File: src/rtl/core/strongest_light_selector_defines.svh
// Assertion macros shared by the selector RTL
`ifndef STRONGEST_LIGHT_SELECTOR_DEFINES_SVH
`define STRONGEST_LIGHT_SELECTOR_DEFINES_SVH

// Implication checked at every rising edge outside reset
`define SLS_ASSERT_IMP(label, clk, rst_n, ante, cons) \
    label: assert property (@(posedge clk) disable iff (!rst_n) (ante) |-> (cons)) \
        else $error("assertion failed");

// Next-cycle implication checked at every rising edge outside reset
`define SLS_ASSERT_NXT(label, clk, rst_n, ante, cons) \
    label: assert property (@(posedge clk) disable iff (!rst_n) (ante) |=> (cons)) \
        else $error("assertion failed");

`endif

File: src/rtl/core/sls_pkg.sv
package sls_pkg;
    localparam int MaxLights   = 128;
    localparam int ListSlots   = 3;
    localparam int CoordWidth  = 24;
    localparam int RadWidth    = 23;
    localparam int ScoreWidth  = 18;
    localparam int IdxWidth    = 7;
    localparam int CountWidth  = $clog2(MaxLights + 1);
    localparam int SlotWidth   = 2;
    localparam int DiffWidth   = CoordWidth + 1;
    // squared distance is compared only when each |diff| < outer < 2^23
    localparam int D2Width     = 2 * RadWidth + 2;
    localparam int SqrtSteps   = D2Width / 2;
    localparam int DivSteps    = 16;

    localparam logic [1:0] ModeStart  = 2'd0;
    localparam logic [1:0] ModeLight  = 2'd1;
    localparam logic [1:0] ModeFinish = 2'd2;

    localparam logic [3:0] TypeEnd     = 4'd0;
    localparam logic [3:0] TypeAmbient = 4'd1;
    localparam logic [3:0] TypeFixed   = 4'd5;
    localparam logic [3:0] TypeIgnored = 4'd7;

    localparam logic [ScoreWidth-1:0] ScoreOne = 18'h10000;
    localparam logic [ScoreWidth-1:0] ScoreTwo = 18'h20000;

    // controller to datapath commands
    typedef struct packed {
        logic load_query;   // latch query, clear lists
        logic load_light;   // latch light operands
        logic diff_step;    // compute abs diffs and outer check
        logic sq_step;      // accumulate one squared term
        logic sqrt_init;
        logic sqrt_step;
        logic div_init;
        logic div_step;
        logic insert;
        logic emit;
        logic [SlotWidth:0] emit_sel;
    } t_cmd;

    typedef struct packed {
        logic far;        // diff or d2 beyond outer
        logic degenerate; // inner >= outer
        logic near;       // d <= inner
    } t_status;
endpackage

File: src/rtl/core/sls_datapath.sv
module sls_datapath (
    input  logic                                i_clk,
    input  logic                                i_rst_n,
    input  sls_pkg::t_cmd                       i_cmd,
    input  logic [1:0]                          i_sq_sel,
    input  logic signed [sls_pkg::CoordWidth-1:0] i_pos_x,
    input  logic signed [sls_pkg::CoordWidth-1:0] i_pos_y,
    input  logic signed [sls_pkg::CoordWidth-1:0] i_pos_z,
    input  logic [3:0]                          i_light_type,
    input  logic [sls_pkg::RadWidth-1:0]        i_inner_radius,
    input  logic [sls_pkg::RadWidth-1:0]        i_outer_radius,
    input  logic [sls_pkg::IdxWidth-1:0]        i_index,
    input  logic                                i_use_fixed,
    output sls_pkg::t_status                    o_status,
    output logic                                o_list_kind,
    output logic [1:0]                          o_slot,
    output logic                                o_valid_res,
    output logic [sls_pkg::IdxWidth-1:0]        o_light_index,
    output logic [sls_pkg::ScoreWidth-1:0]      o_score,
    output logic                                o_last
);
    import sls_pkg::*;

    logic signed [CoordWidth-1:0] r_q [3];
    logic signed [CoordWidth-1:0] r_l [3];
    logic [RadWidth-1:0] r_inner, r_outer;
    logic [3:0] r_type;
    logic [IdxWidth-1:0] r_index;
    logic [DiffWidth-1:0] r_ad [3];
    logic [D2Width-1:0] r_d2;
    logic [D2Width-1:0] r_rem;
    logic [D2Width-1:0] r_root;
    logic [D2Width-1:0] r_bit;
    logic [RadWidth:0] r_num;
    logic [RadWidth:0] r_dvr;
    logic [ScoreWidth-1:0] r_quot;
    logic [IdxWidth-1:0] r_dir_idx [ListSlots];
    logic [ScoreWidth-1:0] r_dir_sc [ListSlots];
    logic [IdxWidth-1:0] r_amb_idx [ListSlots];
    logic [ScoreWidth-1:0] r_amb_sc [ListSlots];

    logic [DiffWidth-1:0] ad_sel;
    logic [2*DiffWidth-1:0] sq;
    logic [D2Width-1:0] outer_sq;
    logic [D2Width-1:0] trial;
    logic [RadWidth:0] num_dbl;
    logic [ScoreWidth-1:0] new_score;
    logic [ScoreWidth-1:0] list_sc [ListSlots];
    logic [IdxWidth-1:0] list_idx [ListSlots];
    logic emit_amb;
    logic [SlotWidth-1:0] emit_slot;
    logic [ScoreWidth-1:0] emit_sc;
    logic [IdxWidth-1:0] emit_idx;

    function automatic logic [DiffWidth-1:0] abs_diff(
        input logic signed [CoordWidth-1:0] a,
        input logic signed [CoordWidth-1:0] b
    );
        logic signed [DiffWidth-1:0] d;
        d = DiffWidth'(a) - DiffWidth'(b);
        return d[DiffWidth-1] ? DiffWidth'(-d) : d;
    endfunction

    assign ad_sel = r_ad[i_sq_sel];
    assign sq = ad_sel * ad_sel;
    assign outer_sq = D2Width'(r_outer) * D2Width'(r_outer);
    assign trial = r_root + r_bit;
    assign num_dbl = {r_num[RadWidth-1:0], 1'b0};
    assign new_score = i_use_fixed ? ScoreTwo : r_quot;

    always_comb begin
        for (int s = 0; s < ListSlots; s++) begin
            list_sc[s]  = (r_type == TypeAmbient) ? r_amb_sc[s] : r_dir_sc[s];
            list_idx[s] = (r_type == TypeAmbient) ? r_amb_idx[s] : r_dir_idx[s];
        end
    end

    always_ff @(posedge i_clk) begin
        if (i_cmd.load_query) begin
            r_q[0] <= i_pos_x;
            r_q[1] <= i_pos_y;
            r_q[2] <= i_pos_z;
        end
        if (i_cmd.load_light) begin
            r_l[0]  <= i_pos_x;
            r_l[1]  <= i_pos_y;
            r_l[2]  <= i_pos_z;
            r_inner <= i_inner_radius;
            r_outer <= i_outer_radius;
            r_type  <= i_light_type;
            r_index <= i_index;
            r_d2    <= '0;
        end
        if (i_cmd.diff_step) begin
            for (int k = 0; k < 3; k++) r_ad[k] <= abs_diff(r_q[k], r_l[k]);
        end
        if (i_cmd.sq_step) r_d2 <= r_d2 + D2Width'(sq);
        if (i_cmd.sqrt_init) begin
            r_rem  <= r_d2;
            r_root <= '0;
            r_bit  <= D2Width'(1) << (D2Width - 2);
            // far scores zero; degenerate radii score one
            r_quot <= (o_status.degenerate && !o_status.far) ? ScoreOne : '0;
        end
        if (i_cmd.sqrt_step) begin
            if (r_rem >= trial) begin
                r_rem  <= r_rem - trial;
                r_root <= (r_root >> 1) + r_bit;
            end else begin
                r_root <= r_root >> 1;
            end
            r_bit <= r_bit >> 2;
        end
        if (i_cmd.div_init) begin
            // remainder starts at outer - d, below the divisor; shift in 16 zero bits
            r_num  <= (RadWidth+1)'(r_outer) - (RadWidth+1)'(r_root);
            r_dvr  <= (RadWidth+1)'(r_outer) - (RadWidth+1)'(r_inner);
            r_quot <= o_status.near ? ScoreOne : '0;
        end
        if (i_cmd.div_step) begin
            if (num_dbl >= r_dvr) begin
                r_num  <= num_dbl - r_dvr;
                r_quot <= {r_quot[ScoreWidth-2:0], 1'b1};
            end else begin
                r_num  <= num_dbl;
                r_quot <= {r_quot[ScoreWidth-2:0], 1'b0};
            end
        end
    end

    // list registers, cleared on reset and on start
    always_ff @(posedge i_clk) begin
        if (!i_rst_n || i_cmd.load_query) begin
            for (int s = 0; s < ListSlots; s++) begin
                r_dir_idx[s] <= '0;
                r_dir_sc[s]  <= '0;
                r_amb_idx[s] <= '0;
                r_amb_sc[s]  <= '0;
            end
        end else if (i_cmd.insert && new_score != '0 && r_type != TypeIgnored) begin
            for (int s = 0; s < ListSlots; s++) begin
                logic beat_here, beat_before;
                beat_here   = list_sc[s] < new_score;
                beat_before = 1'b0;
                for (int m = 0; m < s; m++) beat_before |= list_sc[m] < new_score;
                if (r_type == TypeAmbient) begin
                    if (beat_before) begin
                        r_amb_sc[s]  <= list_sc[(s > 0) ? s - 1 : 0];
                        r_amb_idx[s] <= list_idx[(s > 0) ? s - 1 : 0];
                    end else if (beat_here) begin
                        r_amb_sc[s]  <= new_score;
                        r_amb_idx[s] <= r_index;
                    end
                end else begin
                    if (beat_before) begin
                        r_dir_sc[s]  <= list_sc[(s > 0) ? s - 1 : 0];
                        r_dir_idx[s] <= list_idx[(s > 0) ? s - 1 : 0];
                    end else if (beat_here) begin
                        r_dir_sc[s]  <= new_score;
                        r_dir_idx[s] <= r_index;
                    end
                end
            end
        end
    end

    assign o_status.far = (r_ad[0] >= DiffWidth'(r_outer)) || (r_ad[1] >= DiffWidth'(r_outer))
                       || (r_ad[2] >= DiffWidth'(r_outer)) || (r_d2 >= outer_sq);
    assign o_status.degenerate = r_inner >= r_outer;
    assign o_status.near = r_root <= D2Width'(r_inner);

    assign emit_amb  = i_cmd.emit_sel >= (SlotWidth+1)'(ListSlots);
    assign emit_slot = SlotWidth'(emit_amb ? i_cmd.emit_sel - (SlotWidth+1)'(ListSlots)
                                           : i_cmd.emit_sel);
    assign emit_sc   = emit_amb ? r_amb_sc[emit_slot] : r_dir_sc[emit_slot];
    assign emit_idx  = emit_amb ? r_amb_idx[emit_slot] : r_dir_idx[emit_slot];

    always_ff @(posedge i_clk) begin
        o_list_kind   <= emit_amb;
        o_slot        <= emit_slot;
        o_valid_res   <= emit_sc != '0;
        o_light_index <= (emit_sc != '0) ? emit_idx : '0;
        o_score       <= emit_sc;
        o_last        <= i_cmd.emit_sel == (SlotWidth+1)'(2 * ListSlots - 1);
    end
endmodule

File: src/rtl/core/sls_ctrl.sv
module sls_ctrl (
    input  logic                          i_clk,
    input  logic                          i_rst_n,
    input  logic                          i_start,
    input  logic [1:0]                    i_mode,
    input  logic [3:0]                    i_light_type,
    input  sls_pkg::t_status              i_status,
    output logic                          o_busy,
    output sls_pkg::t_cmd                 o_cmd,
    output logic [1:0]                    o_sq_sel,
    output logic [sls_pkg::IdxWidth-1:0]  o_index,
    output logic                          o_use_fixed,
    output logic                          o_strobe
);
    import sls_pkg::*;
    `include "strongest_light_selector_defines.svh"

    typedef enum logic [3:0] {
        S_IDLE, S_DIFF, S_SQ, S_CHECK, S_SQRT, S_NEAR, S_DIV, S_INSERT, S_EMIT
    } t_state;

    t_state r_state;
    logic [CountWidth-1:0] r_count;
    logic r_open;
    logic [4:0] r_step;
    logic [SlotWidth:0] r_emit;
    logic r_strobe;
    logic r_fixed;
    logic take;

    assign take = i_start && !o_busy;
    assign o_busy = r_state != S_IDLE;
    assign o_sq_sel = r_step[1:0];
    assign o_index = r_count[IdxWidth-1:0];
    assign o_use_fixed = r_fixed;
    assign o_strobe = r_strobe;

    always_comb begin
        o_cmd = '0;
        o_cmd.load_query = take && i_mode == ModeStart;
        o_cmd.load_light = take && i_mode == ModeLight;
        o_cmd.diff_step  = r_state == S_DIFF;
        o_cmd.sq_step    = r_state == S_SQ;
        o_cmd.sqrt_init  = r_state == S_CHECK;
        o_cmd.sqrt_step  = r_state == S_SQRT;
        o_cmd.div_init   = r_state == S_NEAR;
        o_cmd.div_step   = r_state == S_DIV;
        o_cmd.insert     = r_state == S_INSERT;
        o_cmd.emit       = r_state == S_EMIT;
        o_cmd.emit_sel   = r_emit;
    end

    always_ff @(posedge i_clk) begin
        if (!i_rst_n) begin
            r_state  <= S_IDLE;
            r_count  <= '0;
            r_open   <= 1'b0;
            r_step   <= '0;
            r_emit   <= '0;
            r_strobe <= 1'b0;
            r_fixed  <= 1'b0;
        end else begin
            r_strobe <= 1'b0;
            unique case (r_state)
                S_IDLE: begin
                    if (take) begin
                        priority if (i_mode == ModeStart) begin
                            r_count <= '0;
                            r_open  <= 1'b1;
                        end else if (i_mode == ModeLight) begin
                            if (r_open && r_count < CountWidth'(MaxLights)) begin
                                if (i_light_type == TypeEnd) begin
                                    r_open <= 1'b0;
                                end else begin
                                    r_fixed <= i_light_type == TypeFixed;
                                    r_state <= (i_light_type == TypeFixed) ? S_INSERT : S_DIFF;
                                end
                            end
                        end else if (i_mode == ModeFinish) begin
                            r_emit  <= '0;
                            r_state <= S_EMIT;
                        end else begin
                            r_state <= S_IDLE;
                        end
                    end
                end
                S_DIFF: begin
                    r_step  <= '0;
                    r_state <= S_SQ;
                end
                S_SQ: begin
                    r_step <= r_step + 5'd1;
                    if (r_step == 5'd2) r_state <= S_CHECK;
                end
                S_CHECK: begin
                    r_step <= '0;
                    // score zero drops the light; one skips the root
                    priority if (i_status.far) begin
                        r_fixed <= 1'b0;
                        r_state <= S_INSERT;
                    end else if (i_status.degenerate) begin
                        r_state <= S_INSERT;
                    end else begin
                        r_state <= S_SQRT;
                    end
                end
                S_SQRT: begin
                    r_step <= r_step + 5'd1;
                    if (r_step == 5'(SqrtSteps - 1)) r_state <= S_NEAR;
                end
                S_NEAR: begin
                    r_step  <= '0;
                    // inside the inner radius scores one: skip the divide
                    r_state <= i_status.near ? S_INSERT : S_DIV;
                end
                S_DIV: begin
                    r_step <= r_step + 5'd1;
                    if (r_step == 5'(DivSteps - 1)) r_state <= S_INSERT;
                end
                S_INSERT: begin
                    r_count <= r_count + CountWidth'(1);
                    r_state <= S_IDLE;
                end
                S_EMIT: begin
                    r_strobe <= 1'b1;
                    r_emit   <= r_emit + (SlotWidth+1)'(1);
                    if (r_emit == (SlotWidth+1)'(2 * ListSlots - 1)) r_state <= S_IDLE;
                end
                default: r_state <= S_IDLE;
            endcase
        end
    end

    `SLS_ASSERT_IMP(a_count_max, i_clk, i_rst_n, 1'b1, r_count <= CountWidth'(MaxLights))
    `SLS_ASSERT_NXT(a_emit_busy, i_clk, i_rst_n, r_state == S_EMIT, r_strobe)
    `SLS_ASSERT_IMP(a_no_take_busy, i_clk, i_rst_n, r_state != S_IDLE, !take)
endmodule

File: src/rtl/core/strongest_light_selector.sv
// A start, or a light that is dropped, needs only its transfer; a fixed light goes straight to insert.
//   A scored light runs diff, squares, check, root, near, divide and insert; far or degenerate radii
//   go from check to insert, and a light inside the inner radius skips the divide.
// Finish returns six o_strobe results, one a cycle.
// Throughput: one item at a time; busy holds start off while any item runs, the shared root and divide too.
// Synchronous active-low reset closes the scan and clears both lists; the receiver cannot stall.
module strongest_light_selector (
    input  logic                                    i_clk,
    input  logic                                    i_rst_n,
    input  logic                                    start,
    output logic                                    busy,
    input  logic [1:0]                              i_mode,
    input  logic signed [sls_pkg::CoordWidth-1:0]   i_pos_x,
    input  logic signed [sls_pkg::CoordWidth-1:0]   i_pos_y,
    input  logic signed [sls_pkg::CoordWidth-1:0]   i_pos_z,
    input  logic [3:0]                              i_light_type,
    input  logic [sls_pkg::RadWidth-1:0]            i_inner_radius,
    input  logic [sls_pkg::RadWidth-1:0]            i_outer_radius,
    output logic                                    o_strobe,
    output logic                                    o_list_kind,
    output logic [1:0]                              o_slot,
    output logic                                    o_valid_res,
    output logic [sls_pkg::IdxWidth-1:0]            o_light_index,
    output logic [sls_pkg::ScoreWidth-1:0]          o_score,
    output logic                                    o_last
);
    import sls_pkg::*;

    t_cmd cmd;
    t_status status;
    logic [1:0] sq_sel;
    logic [IdxWidth-1:0] index;
    logic use_fixed;

    sls_ctrl u_ctrl (
        .i_clk(i_clk), .i_rst_n(i_rst_n), .i_start(start), .i_mode(i_mode),
        .i_light_type(i_light_type), .i_status(status), .o_busy(busy),
        .o_cmd(cmd), .o_sq_sel(sq_sel), .o_index(index),
        .o_use_fixed(use_fixed), .o_strobe(o_strobe)
    );

    sls_datapath u_dp (
        .i_clk(i_clk), .i_rst_n(i_rst_n), .i_cmd(cmd), .i_sq_sel(sq_sel),
        .i_pos_x(i_pos_x), .i_pos_y(i_pos_y), .i_pos_z(i_pos_z),
        .i_light_type(i_light_type), .i_inner_radius(i_inner_radius),
        .i_outer_radius(i_outer_radius), .i_index(index), .i_use_fixed(use_fixed),
        .o_status(status), .o_list_kind(o_list_kind), .o_slot(o_slot),
        .o_valid_res(o_valid_res), .o_light_index(o_light_index),
        .o_score(o_score), .o_last(o_last)
    );
endmodule
File: config.mk
export PLATFORM = sky130hd
export DESIGN_NAME = strongest_light_selector
export DESIGN_NICKNAME = d
export VERILOG_FILES = /design/src/rtl/core/sls_pkg.sv /design/src/rtl/core/sls_datapath.sv /design/src/rtl/core/sls_ctrl.sv /design/src/rtl/core/strongest_light_selector.sv
export VERILOG_INCLUDE_DIRS = /design/src /design/src/rtl/core
export SDC_FILE = /design/constraint.sdc
export NUM_CORES = 2
export LEC_CHECK = 0
export BUFFER_PORTS_ARGS = -buffer_cell sky130_fd_sc_hd__buf_4
export CORE_ASPECT_RATIO = 0.6
export CORE_UTILIZATION = 51
export CTS_CLUSTER_SIZE = 24
export DETAILED_ROUTE_END_ITERATION = 10
export HOLD_SLACK_MARGIN = 0.03
export PLACE_DENSITY_LB_ADDON = 0.1
export SYNTH_ARGS = -nofsm -noshare
export SYNTH_HDL_FRONTEND = slang
export SYNTH_SLANG_ARGS = --single-unit
File: constraint.sdc
create_clock -name i_clk -period 11.26 [get_ports i_clk]
set_input_delay 2.252 -clock i_clk [delete_from_list [all_inputs] [get_ports i_clk]]
set_output_delay 2.252 -clock i_clk [all_outputs]
set_load 0.005 [all_outputs]
==> results.md <==
* Status: completed
* WP buf/inv at 3
* Critical Path Fanout Max at 8
* Num ports at 159
* Leak pwr at 39.9 nW
* R2r setup slk at 0.68 ns
* Row count at 111
* Clk sinks at 714
* First-pass GRT wire length at 368 mm
* DR vias at 60400
* Die height at 306 microns
* Clk buf depth at 3
* Count of pins over their slew limit at 0
* Worst Reg-to-Reg Cells at 33
* Worst setup EP type: flip-flop
* Mapped Area at 78400 sq um
* Worst-margin pin slew at 1.18 ns
* Share of cells above drive strength 1 at 6.52%
* Core area at 153000 sq um
* Mean Syn Cell Area at 9.57 sq um
* Post-synth EDFFs at 610
* Root Driver: clkbuf_16
* CTS tree: done
* Largest cells by area after synthesis: edfxtp_1 (23%), fa_1 (23%), ha_1 (12%)
* Postcts setup bufs at 0
* Final nets at 10100
* Hold slack final at 0.480 ns
* Hold path start: u_dp.r_rem[33]
* Fillcell total at 13600
* Critical path's slowest cell: edfxtp_1
* Most common cell type on the critical path: fa_1
* Post-synthesis register bit count at 714
* Worst EP required at 11.84 ns
* RSZ-0062 raised after global routing: false
* Slew headroom at 19.7%
* WP data arrival at 11.16 ns
* Crit path max-delay family: adder cells
* Post-synth top area share at 23.4%
* Vias in the first global route at 59300
* CP startpoint kind: flip-flop
* Final setup viols at 0
* Yosys warning count at 0
* Most used DFF post-synth: edfxtp_1
* Final HPWL DP at 192 mm
* Drt first pass iters at 6
* Final Hold Fails at 0
* Hold Crit Class: reg2reg
* Largest net degree at the start of global routing at 76
* GP Congestion at 0.967
* Num CTS Buffers at 78
* Leading area contributor after synthesis: edfxtp_1
* Peak supply drop at 0.000504 V
* Total die area at 155000 sq um
* Worst R2R End: u_dp.r_quot[16]
* Number of max-cap violations at 0
* Worst skew pair latency at 0.75 ns
* Min-Delay Path Depth at 2
* Post-synthesis sequential area ratio at 26.0%
* CTS hold repair buffers at 0
* Tcrit/Tclk final at 93.9%
* WL/cell at 23.3 microns
* Min cycle time layout at 10.58 ns
* PD cells at 263 nW/um^2
* WS Path Type: reg2reg
* Fmax at 0.0945 GHz
* Initial antenna violation count at 8
* Chip width at 508 microns
* Clk pin slew, worst setup/hold paths at 0.06 ns
* DRC Markers at 0
* Launch point of the worst reg-to-reg path: u_dp.r_outer[16]
* Total grt overflow at 0
* Cells after synthesis at 8200
* Setup Skew at 0.0569 ns
* Sink of the worst hold path: u_dp.r_rem[33]
* P&R area growth vs syn at 8.25%
* GRT Total Usage at 31.5%
* Post-route ant nets at 0
* Post-synth ARST share at 0%
* CTS HTree Levels at 3
* Initial core utilization at 51.4%
* Netlist cell types at 86
* PortBufs at 158
* DR iter-0 viols at 6525
* CP peak stage delay at 0.88 ns
* Vias per cell at 5.80
* Total Wirelength at 243 mm
* Setup TNS at 0 ns
* Syn nets at 10000
-- cells in the mapped netlist, types with 34 or more instances --
| cell | count |
|---|---|
| a211oi_1 | 116 |
| nand2b_1 | 55 |
| nor4_1 | 34 |
| buf_1 | 34 |
| nor2b_1 | 66 |
| and2_1 | 49 |
| mux2_2 | 42 |
| o21a_1 | 73 |
| o22ai_1 | 55 |
| edfxtp_1 | 610 |
| nand4_1 | 73 |
| ha_1 | 780 |
| and3_1 | 63 |
| mux2i_1 | 76 |
| inv_1 | 1388 |
| a31oi_1 | 112 |
| nor3_1 | 66 |
| nand2_1 | 748 |
| nor2_1 | 741 |
| dfxtp_1 | 104 |
| o21ai_0 | 260 |
| or3_1 | 34 |
| fa_1 | 912 |
| o21bai_1 | 40 |
| nand3_1 | 89 |
| xnor2_1 | 227 |
| xor2_1 | 170 |
| a21o_1 | 214 |
| a21oi_1 | 416 |
| clkbuf_1 | 192 |
-- worst max-delay path by stage --
stage / from / endpoint / slack [ns] / cells past startpoint
global route: u_dp.r_outer[6] / u_dp.r_quot[16] / 0.04 / 39
finish: u_dp.r_outer[16] / u_dp.r_quot[16] / 0.68 / 33
global placement: u_dp.r_outer[2] / u_dp.r_quot[16] / 0.88 / 35
CTS: u_dp.r_outer[11] / u_dp.r_quot[16] / 0.57 / 35
floorplan: u_dp.r_outer[13] / u_dp.r_quot[16] / 1.68 / 39
detailed placement: u_dp.r_outer[11] / u_dp.r_quot[16] / 0.60 / 35
-- power by group --
part           switching (mW)  internal (mW)  leakage [nW]
combinational            9.72           6.82          32.1
sequential             0.0689           2.97          6.51
clock                    1.22           1.50          1.27
-- registers in the layout, summed over array words and instances, names as in the netlist, 5 cells and up, named ones only --
register	flops
u_dp.r_dvr	24
u_dp.o_light_index	7
u_dp.r_bit	24
u_dp.r_amb_sc	54
u_dp.r_dir_sc	54
u_dp.r_dir_idx	21
u_dp.r_root	48
u_dp.r_q	72
u_dp.o_score	18
u_dp.r_amb_idx	21
u_dp.r_d2	48
u_dp.r_rem	48
u_dp.r_quot	18
u_dp.r_outer	23
u_ctrl.r_step	5
u_ctrl.r_count	8
u_dp.r_inner	23
u_dp.r_index	7
u_dp.r_ad	75
u_dp.r_l	72
u_dp.r_num	23
-- cells in the final DEF, fill, tap and decap left out, types with 14 or more instances in the layout --
cell / netlist / layout
nand2_1: 748 / 745
nand3_1: 89 / 87
and3_1: 63 / 62
nor2b_1: 66 / 66
edfxtp_1: 610 / 610
a21o_1: 214 / 214
nand4_1: 73 / 73
o21bai_1: 40 / 40
dfxtp_1: 104 / 103
ha_1: 780 / 780
o31ai_1: 31 / 31
fa_1: 912 / 912
nor2_1: 741 / 739
o211ai_1: 27 / 27
o21ai_1: 13 / 22
or3_1: 34 / 33
clkbuf_16: 0 / 80
clkinv_1: 15 / 22
a211oi_1: 116 / 116
a21oi_1: 416 / 411
buf_4: 0 / 285
nor3_1: 66 / 63
and2_1: 49 / 50
clkinv_2: 0 / 16
xnor2_1: 227 / 227
o21ai_0: 260 / 245
or2_2: 30 / 30
o21a_1: 73 / 73
a31oi_1: 112 / 112
a211o_1: 14 / 14
mux2_2: 42 / 42
mux2i_1: 76 / 75
nor4_1: 34 / 34
inv_1: 1388 / 1386
a21boi_0: 21 / 21
nand2b_1: 55 / 51
and4_1: 14 / 14
xor2_1: 170 / 170
o22ai_1: 55 / 55
-- layer usage --
metal	track usage, %	routed length (microns)
met1	51.5	120000
met2	42.0	93700
met3	6.91	24600
met4	5.64	4070
met5	0.154	46
-- cell families (layout without fill, tap and decap cells) --
| logic type | after synthesis | in the layout | share of synthesized area, % |
|---|---|---|---|
| xor+xnor | 397 | 397 | 4.43 |
| mux | 118 | 118 | 1.57 |
| simple gates | 2102 | 2102 | 11.9 |
| flops | 714 | 714 | 26.0 |
| fa+ha+maj | 1692 | 1692 | 35.7 |
| buf+inv | 1663 | 1835 | 8.00 |
| compound gates | 1514 | 1514 | 12.3 |
| other cells | 0 | 2 | 0 |
-- through the flow --
stage	util (%)	instances	setup slack [ns]	power, mW	area (sq um)
after floorplan	-	8200	1.68	15.0	78400
after global placement	53.9	10300	0.877	19.0	82300
after detailed placement	53.9	10300	0.603	19.1	82300
after CTS	55.6	10400	0.567	22.0	84900
after global routing	55.6	10400	0.0428	24.4	84900
final	55.6	10400	0.684	22.3	84900
-- final cells by class --
type	instances	area [sq um]	share of cell area (%)
multi-input cells	5823	51900	61.1
flip-flops and latches	714	20400	24.0
inverters	1408	5290	6.23
well taps	2034	2540	3.00
repair buffers	285	2140	2.52
clock buffers	95	2080	2.45
clock inverters	47	562	0.662
diodes	2	5.00	0.00589
-- worst min-delay path, cell delays in order, from the launching register on --
cell and delay [ns]:
dfxtp_1 0.31, nand2_1 0.05, a31oi_1 0.07
-- timing repair --
action                                 CTS  global route
gates resized for setup                  0             3
setup endpoints to repair                0             3
endpoints found under the hold margin    0             0
No activity file was read; power rests on OpenSTA's default activity.
